<file path="src/hw/rtl/sklu_pkg.sv">
package sklu_pkg;

	// table size and width of the fill count
	localparam int CAPACITY = 16;
	localparam int CNT_W = $clog2(CAPACITY + 1);
	localparam int KEY_W = 32;
	localparam int VAL_W = 32;

	typedef enum logic [1:0] {
		CMD_INSERT = 2'd0,
		CMD_REMOVE = 2'd1,
		CMD_FIND   = 2'd2,
		CMD_CLEAR  = 2'd3
	} cmd_t;

	typedef enum logic [1:0] {
		ST_OK      = 2'd0,
		ST_DUP     = 2'd1,
		ST_MISSING = 2'd2,
		ST_FULL    = 2'd3
	} status_t;

	typedef enum logic [1:0] {
		S_IDLE,
		S_COMPARE,
		S_EXECUTE
	} state_t;

	// commands from the controller to the datapath
	typedef struct packed {
		logic capture;
		logic compare;
		logic execute;
	} ctrl_cmd_t;

endpackage

</file>
<file path="src/hw/rtl/sklu_ctrl.sv">
module sklu_ctrl (
	input  logic                clk,
	input  logic                arst_n,
	input  logic                in_valid,
	output logic                in_stall,
	output logic                out_valid,
	input  logic                out_stall,
	output sklu_pkg::ctrl_cmd_t cmd
);

	sklu_pkg::state_t state_q, state_d;
	logic out_valid_q;
	logic out_free;

	// result register can be loaded when empty or being drained
	assign out_free = !out_valid_q || !out_stall;

	// state register
	always_ff @(posedge clk or negedge arst_n) begin
		if (!arst_n) begin
			state_q <= sklu_pkg::S_IDLE;
		end else begin
			state_q <= state_d;
		end
	end

	// next state and commands
	always_comb begin
		state_d = state_q;
		cmd = '0;
		in_stall = 1'b1;
		unique case (state_q)
			sklu_pkg::S_IDLE: begin
				in_stall = 1'b0;
				if (in_valid) begin
					cmd.capture = 1'b1;
					state_d = sklu_pkg::S_COMPARE;
				end
			end
			sklu_pkg::S_COMPARE: begin
				cmd.compare = 1'b1;
				state_d = sklu_pkg::S_EXECUTE;
			end
			sklu_pkg::S_EXECUTE: begin
				if (out_free) begin
					cmd.execute = 1'b1;
					state_d = sklu_pkg::S_IDLE;
				end
			end
			default: begin
				state_d = sklu_pkg::S_IDLE;
			end
		endcase
	end

	// output valid flag
	always_ff @(posedge clk or negedge arst_n) begin
		if (!arst_n) begin
			out_valid_q <= 1'b0;
		end else if (cmd.execute) begin
			out_valid_q <= 1'b1;
		end else if (!out_stall) begin
			out_valid_q <= 1'b0;
		end
	end

	assign out_valid = out_valid_q;

endmodule

</file>
<file path="src/hw/rtl/sklu_datapath.sv">
module sklu_datapath (
	input  logic                              clk,
	input  logic                              arst_n,
	input  sklu_pkg::ctrl_cmd_t               cmd,
	input  logic [1:0]                        command,
	input  logic signed [sklu_pkg::KEY_W-1:0] key,
	input  logic signed [sklu_pkg::VAL_W-1:0] value,
	output logic [1:0]                        status,
	output logic signed [sklu_pkg::VAL_W-1:0] found_value
);

	localparam int N = sklu_pkg::CAPACITY;

	// request registers
	logic [1:0]                        cmd_q;
	logic signed [sklu_pkg::KEY_W-1:0] key_q;
	logic signed [sklu_pkg::VAL_W-1:0] value_q;

	// cell chain
	logic signed [sklu_pkg::KEY_W-1:0] cell_key_q [N];
	logic signed [sklu_pkg::VAL_W-1:0] cell_val_q [N];
	logic [sklu_pkg::CNT_W-1:0]        count_q;

	// compare results, one bit per cell
	logic [N-1:0] lt_s1, eq_s1;

	// result register
	logic [1:0]                        status_q;
	logic signed [sklu_pkg::VAL_W-1:0] found_q;

	logic hit, full;
	logic do_insert, do_remove;
	logic [1:0] status_d;
	logic signed [sklu_pkg::VAL_W-1:0] found_d;
	logic signed [sklu_pkg::VAL_W-1:0] hit_val;

	// capture the request on transfer
	always_ff @(posedge clk) begin
		if (cmd.capture) begin
			cmd_q   <= command;
			key_q   <= key;
			value_q <= value;
		end
	end

	// every valid cell compares its key with the request key
	always_ff @(posedge clk) begin
		if (cmd.compare) begin
			for (int i = 0; i < N; i++) begin
				lt_s1[i] <= (count_q > sklu_pkg::CNT_W'(i)) && (cell_key_q[i] < key_q);
				eq_s1[i] <= (count_q > sklu_pkg::CNT_W'(i)) && (cell_key_q[i] == key_q);
			end
		end
	end

	// value of the matching cell, at most one matches
	always_comb begin
		hit_val = '0;
		for (int i = 0; i < N; i++) begin
			if (eq_s1[i]) begin
				hit_val = hit_val | cell_val_q[i];
			end
		end
	end

	assign hit  = |eq_s1;
	assign full = (count_q == sklu_pkg::CNT_W'(N));

	// decide status and table update
	always_comb begin
		status_d  = sklu_pkg::ST_OK;
		found_d   = '0;
		do_insert = 1'b0;
		do_remove = 1'b0;
		unique case (sklu_pkg::cmd_t'(cmd_q))
			sklu_pkg::CMD_INSERT: begin
				if (hit) begin
					status_d = sklu_pkg::ST_DUP;
				end else if (full) begin
					status_d = sklu_pkg::ST_FULL;
				end else begin
					do_insert = 1'b1;
				end
			end
			sklu_pkg::CMD_REMOVE: begin
				if (!hit) begin
					status_d = sklu_pkg::ST_MISSING;
				end else begin
					do_remove = 1'b1;
				end
			end
			sklu_pkg::CMD_FIND: begin
				if (!hit) begin
					status_d = sklu_pkg::ST_MISSING;
				end else begin
					found_d = hit_val;
				end
			end
			sklu_pkg::CMD_CLEAR: begin
				status_d = sklu_pkg::ST_OK;
			end
			default: begin
				status_d = sklu_pkg::ST_OK;
			end
		endcase
	end

	// cells below the position keep, the rest shift up or down
	always_ff @(posedge clk) begin
		if (cmd.execute) begin
			for (int i = 0; i < N; i++) begin
				if (do_insert && !lt_s1[i]) begin
					if (i == 0 || lt_s1[(i == 0) ? 0 : i - 1]) begin
						cell_key_q[i] <= key_q;
						cell_val_q[i] <= value_q;
					end else begin
						cell_key_q[i] <= cell_key_q[(i == 0) ? 0 : i - 1];
						cell_val_q[i] <= cell_val_q[(i == 0) ? 0 : i - 1];
					end
				end else if (do_remove && !lt_s1[i] && i < N - 1) begin
					cell_key_q[i] <= cell_key_q[(i < N - 1) ? i + 1 : i];
					cell_val_q[i] <= cell_val_q[(i < N - 1) ? i + 1 : i];
				end
			end
		end
	end

	// fill count
	always_ff @(posedge clk or negedge arst_n) begin
		if (!arst_n) begin
			count_q <= '0;
		end else if (cmd.execute) begin
			if (sklu_pkg::cmd_t'(cmd_q) == sklu_pkg::CMD_CLEAR) begin
				count_q <= '0;
			end else if (do_insert) begin
				count_q <= count_q + 1'b1;
			end else if (do_remove) begin
				count_q <= count_q - 1'b1;
			end
		end
	end

	// result register
	always_ff @(posedge clk) begin
		if (cmd.execute) begin
			status_q <= status_d;
			found_q  <= found_d;
		end
	end

	assign status      = status_q;
	assign found_value = found_q;

endmodule

</file>
<file path="src/hw/rtl/sorted_key_value_list_unit.sv">
// Sorted key/value table of sklu_pkg::CAPACITY entries kept in ascending signed key order.
// Commands: insert, remove, find, clear all; each request transfer yields exactly one
// result transfer with a status and, for a successful find, the stored value (zero
// otherwise). A request passes through capture, a registered parallel compare of
// every cell against the key, and an execute step in which the cells shift and the
// result register loads. The next request is taken once the controller is back in idle,
// so a request is not accepted until the previous one has executed; execute waits while
// out_stall holds the previous result in the output register. After reset the table is
// empty at once; there is no clearing pass.
module sorted_key_value_list_unit (
	input  logic                              clk,
	input  logic                              arst_n,
	input  logic                              in_valid,
	output logic                              in_stall,
	input  logic [1:0]                        command,
	input  logic signed [sklu_pkg::KEY_W-1:0] key,
	input  logic signed [sklu_pkg::VAL_W-1:0] value,
	output logic                              out_valid,
	input  logic                              out_stall,
	output logic [1:0]                        status,
	output logic signed [sklu_pkg::VAL_W-1:0] found_value
);

	sklu_pkg::ctrl_cmd_t cmd;

	// sequencing and handshakes
	sklu_ctrl u_ctrl (
		.clk       (clk),
		.arst_n    (arst_n),
		.in_valid  (in_valid),
		.in_stall  (in_stall),
		.out_valid (out_valid),
		.out_stall (out_stall),
		.cmd       (cmd)
	);

	// cell chain and result register
	sklu_datapath u_datapath (
		.clk         (clk),
		.arst_n      (arst_n),
		.cmd         (cmd),
		.command     (command),
		.key         (key),
		.value       (value),
		.status      (status),
		.found_value (found_value)
	);

endmodule

</file>
<file path="config.mk">
export PLATFORM = sky130hd
export DESIGN_NAME = sorted_key_value_list_unit
export DESIGN_NICKNAME = d
export VERILOG_FILES = /design/src/hw/rtl/sklu_pkg.sv /design/src/hw/rtl/sklu_ctrl.sv /design/src/hw/rtl/sklu_datapath.sv /design/src/hw/rtl/sorted_key_value_list_unit.sv
export SDC_FILE = /design/constraint.sdc
export NUM_CORES = 2
export LEC_CHECK = 0
export BUFFER_PORTS_ARGS = -buffer_cell sky130_fd_sc_hd__buf_2
export CAP_MARGIN = 20
export CORE_MARGIN = 10
export CORE_UTILIZATION = 52
export DETAILED_ROUTE_END_ITERATION = 8
export PLACE_DENSITY = 0.77
export SETUP_SLACK_MARGIN = 0.15
export SYNTH_ARGS = -nofsm -noshare
export SYNTH_HDL_FRONTEND = slang
export SYNTH_SLANG_ARGS = --single-unit
</file>
<file path="constraint.sdc">
create_clock -name clk -period 7.58 [get_ports clk]
set_input_delay 1.516 -clock clk [delete_from_list [all_inputs] [get_ports clk]]
set_output_delay 1.516 -clock clk [all_outputs]
set_load 0.05 [all_outputs]
</file>
==> flow_metrics.tcl <==
set metrics [dict create \
    status "finished with violations" \
    violations "design-rule violations" \
    post-route-drc-count 4 \
    use_met2_pct 46.0 \
    max_slew_margin_pct 18.0 \
    finClkSkew_ns 0.0320 \
    dieArea_um2 150000 \
    cp_max_fo 17 \
    syn_area_um2 69900 \
    wl_um 240000 \
    finalCriticalPeriod_ns 4.91 \
    cts.path.max_buffers 3 \
    ys_ff_latch 1164 \
    grt_overflow 0 \
    grt_pass1_vias 55557 \
    crit_arrival_ns 5.54 \
    io_buffer_count 105 \
    rows 134 \
    cts_setup_buffers 0 \
    wl_per_cell_um 29.6 \
    power_frac_comb_pct 18.6 \
    ioPinCount 106 \
    power_density_nw_per_um2 236 \
    setup_tns_ns 0 \
    cts.clk_slew.worst_paths_ns 0.06 \
    critPathKind "register to register" \
    vias 56511 \
    p_total_uw 18000 \
    met3_usage_pct 8.92 \
    htree_num_levels 4 \
    grt.busiest_layer "met2" \
    switching_share_pct 31.0 \
    worstSetupStartpointType "register" \
    synth_edf_count 1156 \
    r2r_slack_ns 2.67 \
    syn_to_final_growth_pct 9.02 \
    grt_pass1_wl_um 351000 \
    hpwl_um 150000 \
    cts_tree "done" \
    max_cap_violations 0 \
    yosys_most_used_dff "edfxtp_1" \
    grt_max_degree 101 \
    peakVddDrop_mv 0.245 \
    cts_buffers 133 \
    ys_seq_area_share_pct 49.9 \
    initial_utilization_pct 52.4 \
    p_sw_uw 5570 \
    drt_iter0_markers 9111 \
    end_kind "register" \
    grtUsageTotal_pct 30.5 \
    die_y_um 387 \
    required_ns 8.21 \
    syn_inst 6306 \
    drive_gt1_share_pct 8.10 \
    p_int_uw 12400 \
    hold_viol 0 \
    core_um2 133000 \
    clk_latency_ns 0.82 \
    grt_use_met1_pct 38.1 \
    die-width_um 387 \
    synth.distinct_cells 57 \
    routed_via_density 6.99 \
    layout.nets 6804 \
    p_leak_uw 0.0317 \
    timing.final.max_slew_violations 0 \
    cts_sinks 1164 \
    worst_pin_slew_ns 1.23 \
    fmax_mhz 204 \
    yosys_warnings 0 \
    hold_path_class "register to register" \
    setup_violations 0 \
    rsz0062_at_grt "no" \
    cts.hold.buffers_added 0 \
    synthesis.nets 6897 \
    dr.pass1.iters 9 \
    fillers 10901 \
    ant_nets 0 \
    clock_power_share_pct 36.0 \
    p_seq_share_pct 45.3 \
    place_congestion 0.952 \
    cts-resized-gates 0 \
    period_share_pct 64.7 \
    antenna_found_initial 1 \
    ys_async_sr_fraction_pct 0.687 \
    synth_area_per_cell_um2 11.1 \
    clock-root-buffer "clkbuf_16" \
]
[power by group through the flow]
stage	Combinational, µW	Clock (µW)	Sequential, µW
final	3350	6480	8150
after global routing	3580	6720	8160
after CTS	3220	6470	8120
after detailed placement	3200	0	8240
after global placement	3020	0	8240
after floorplan	2110	0	8100
[final cells by class]
class	instances	area, µm²	area share (%)
Tap cell	1768	2210	2.90
Timing Repair Buffer	218	1570	2.06
Inverter	67	251	0.330
Antenna cell	1	2.50	0.00328
Clock inverter	84	803	1.05
Sequential cell	1164	34900	45.8
Multi-Input combinational cell	4629	33000	43.3
Clock buffer	157	3440	4.51
[final timing paths]
kind	start	endpoint	depth (start not counted)
setup / recovery	u_datapath.key_q[18]	u_datapath.lt_s1[8]	8
hold / removal	u_ctrl.out_valid	u_ctrl.out_valid	2
setup reg to reg	u_datapath.key_q[18]	u_datapath.lt_s1[8]	8
hold reg to reg	u_ctrl.out_valid	u_ctrl.out_valid	2
max in group asynchronous	arst_n	u_datapath.count_q[3]	1
min in group asynchronous	arst_n	u_ctrl.out_valid	1
[layer usage]
layer / vias up / share of wire [%]
li1: 23781 / -
met1: 26974 / 35
met2: 4707 / 43
met3: 1049 / 14
met4: 0 / 7.2
met5: - / 0
[placed cells by master, fill, tap and decap left out, types with 30 or more instances in the layout]
master / n
inv_1: 66
nor2b_1: 30
edfxtp_1: 1156
nand4_1: 61
nor2_1: 50
a21o_1: 50
mux2_1: 54
a21oi_1: 194
o21ai_1: 511
a221oi_1: 123
nand2_1: 1069
nand3_1: 48
and4_1: 53
buf_2: 106
nor2_4: 31
and3_1: 35
a31oi_1: 34
a22o_1: 106
a22oi_1: 65
clkinv_1: 32
mux2i_1: 896
o21ai_0: 472
ha_1: 521
buf_4: 97
mux2_2: 48
clkbuf_16: 134
[state kept, by name, summed over array words and instances, names as in the netlist, 5 cells and up]
name / cells
u_datapath.cell_key_q: 512
u_datapath.cell_val_q: 512
u_datapath.count_q: 5
u_datapath.eq_s1: 16
u_datapath.found_value: 32
u_datapath.key_q: 32
u_datapath.lt_s1: 16
u_datapath.value_q: 32
[stage by stage]
stage	std cells	util (%)	hold WS [ns]	instance area [µm²]	worst slack [ns]
after detailed placement	7844	53.9	0.530	71900	2.76
after floorplan	6306	-	0.499	69900	0.620
final	8088	57.1	0.536	76200	2.67
after CTS	8085	57.1	0.541	76200	2.90
after global placement	7841	53.9	0.500	71900	2.86
after global routing	8087	57.1	0.572	76200	2.80
[synthesized netlist by cell type (53+ instances only)]
library cell	instances	area [µm²]
edfxtp_1	1156	34700
nand2_1	1070	4020
mux2i_1	896	8970
ha_1	521	6520
o21ai_1	512	2560
o21ai_0	472	2360
clkbuf_1	335	1260
a21oi_1	194	971
a221oi_1	123	1080
a22o_1	106	928
nor2_1	81	304
inv_1	67	251
a22oi_1	65	488
buf_2	64	320
nand4_1	61	382
mux2_1	54	608
and4_1	53	464
[critical path, stage by stage (launching register included)]
cell	delay, ns
edfxtp_1	0.96
inv_1	0.83
ha_1	0.58
and4_1	0.21
nand2_1	0.12
nor3_1	0.87
o41ai_2	0.48
a311oi_1	0.42
a41o_1	0.25
[cell families after synthesis]
kind of cell / count (synthesis) / synth area share [%]
flip-flops: 1164 / 49.9
adder cells (fa/ha/maj): 521 / 9.32
multiplexers: 998 / 14.5
AO/OA/AOI/OAI: 1646 / 13.9
XOR/XNOR: 1 / 0.0125
buffers and inverters: 513 / 3.29
AND/OR/NAND/NOR: 1463 / 9.12
(Power assumes the default switching activity.)
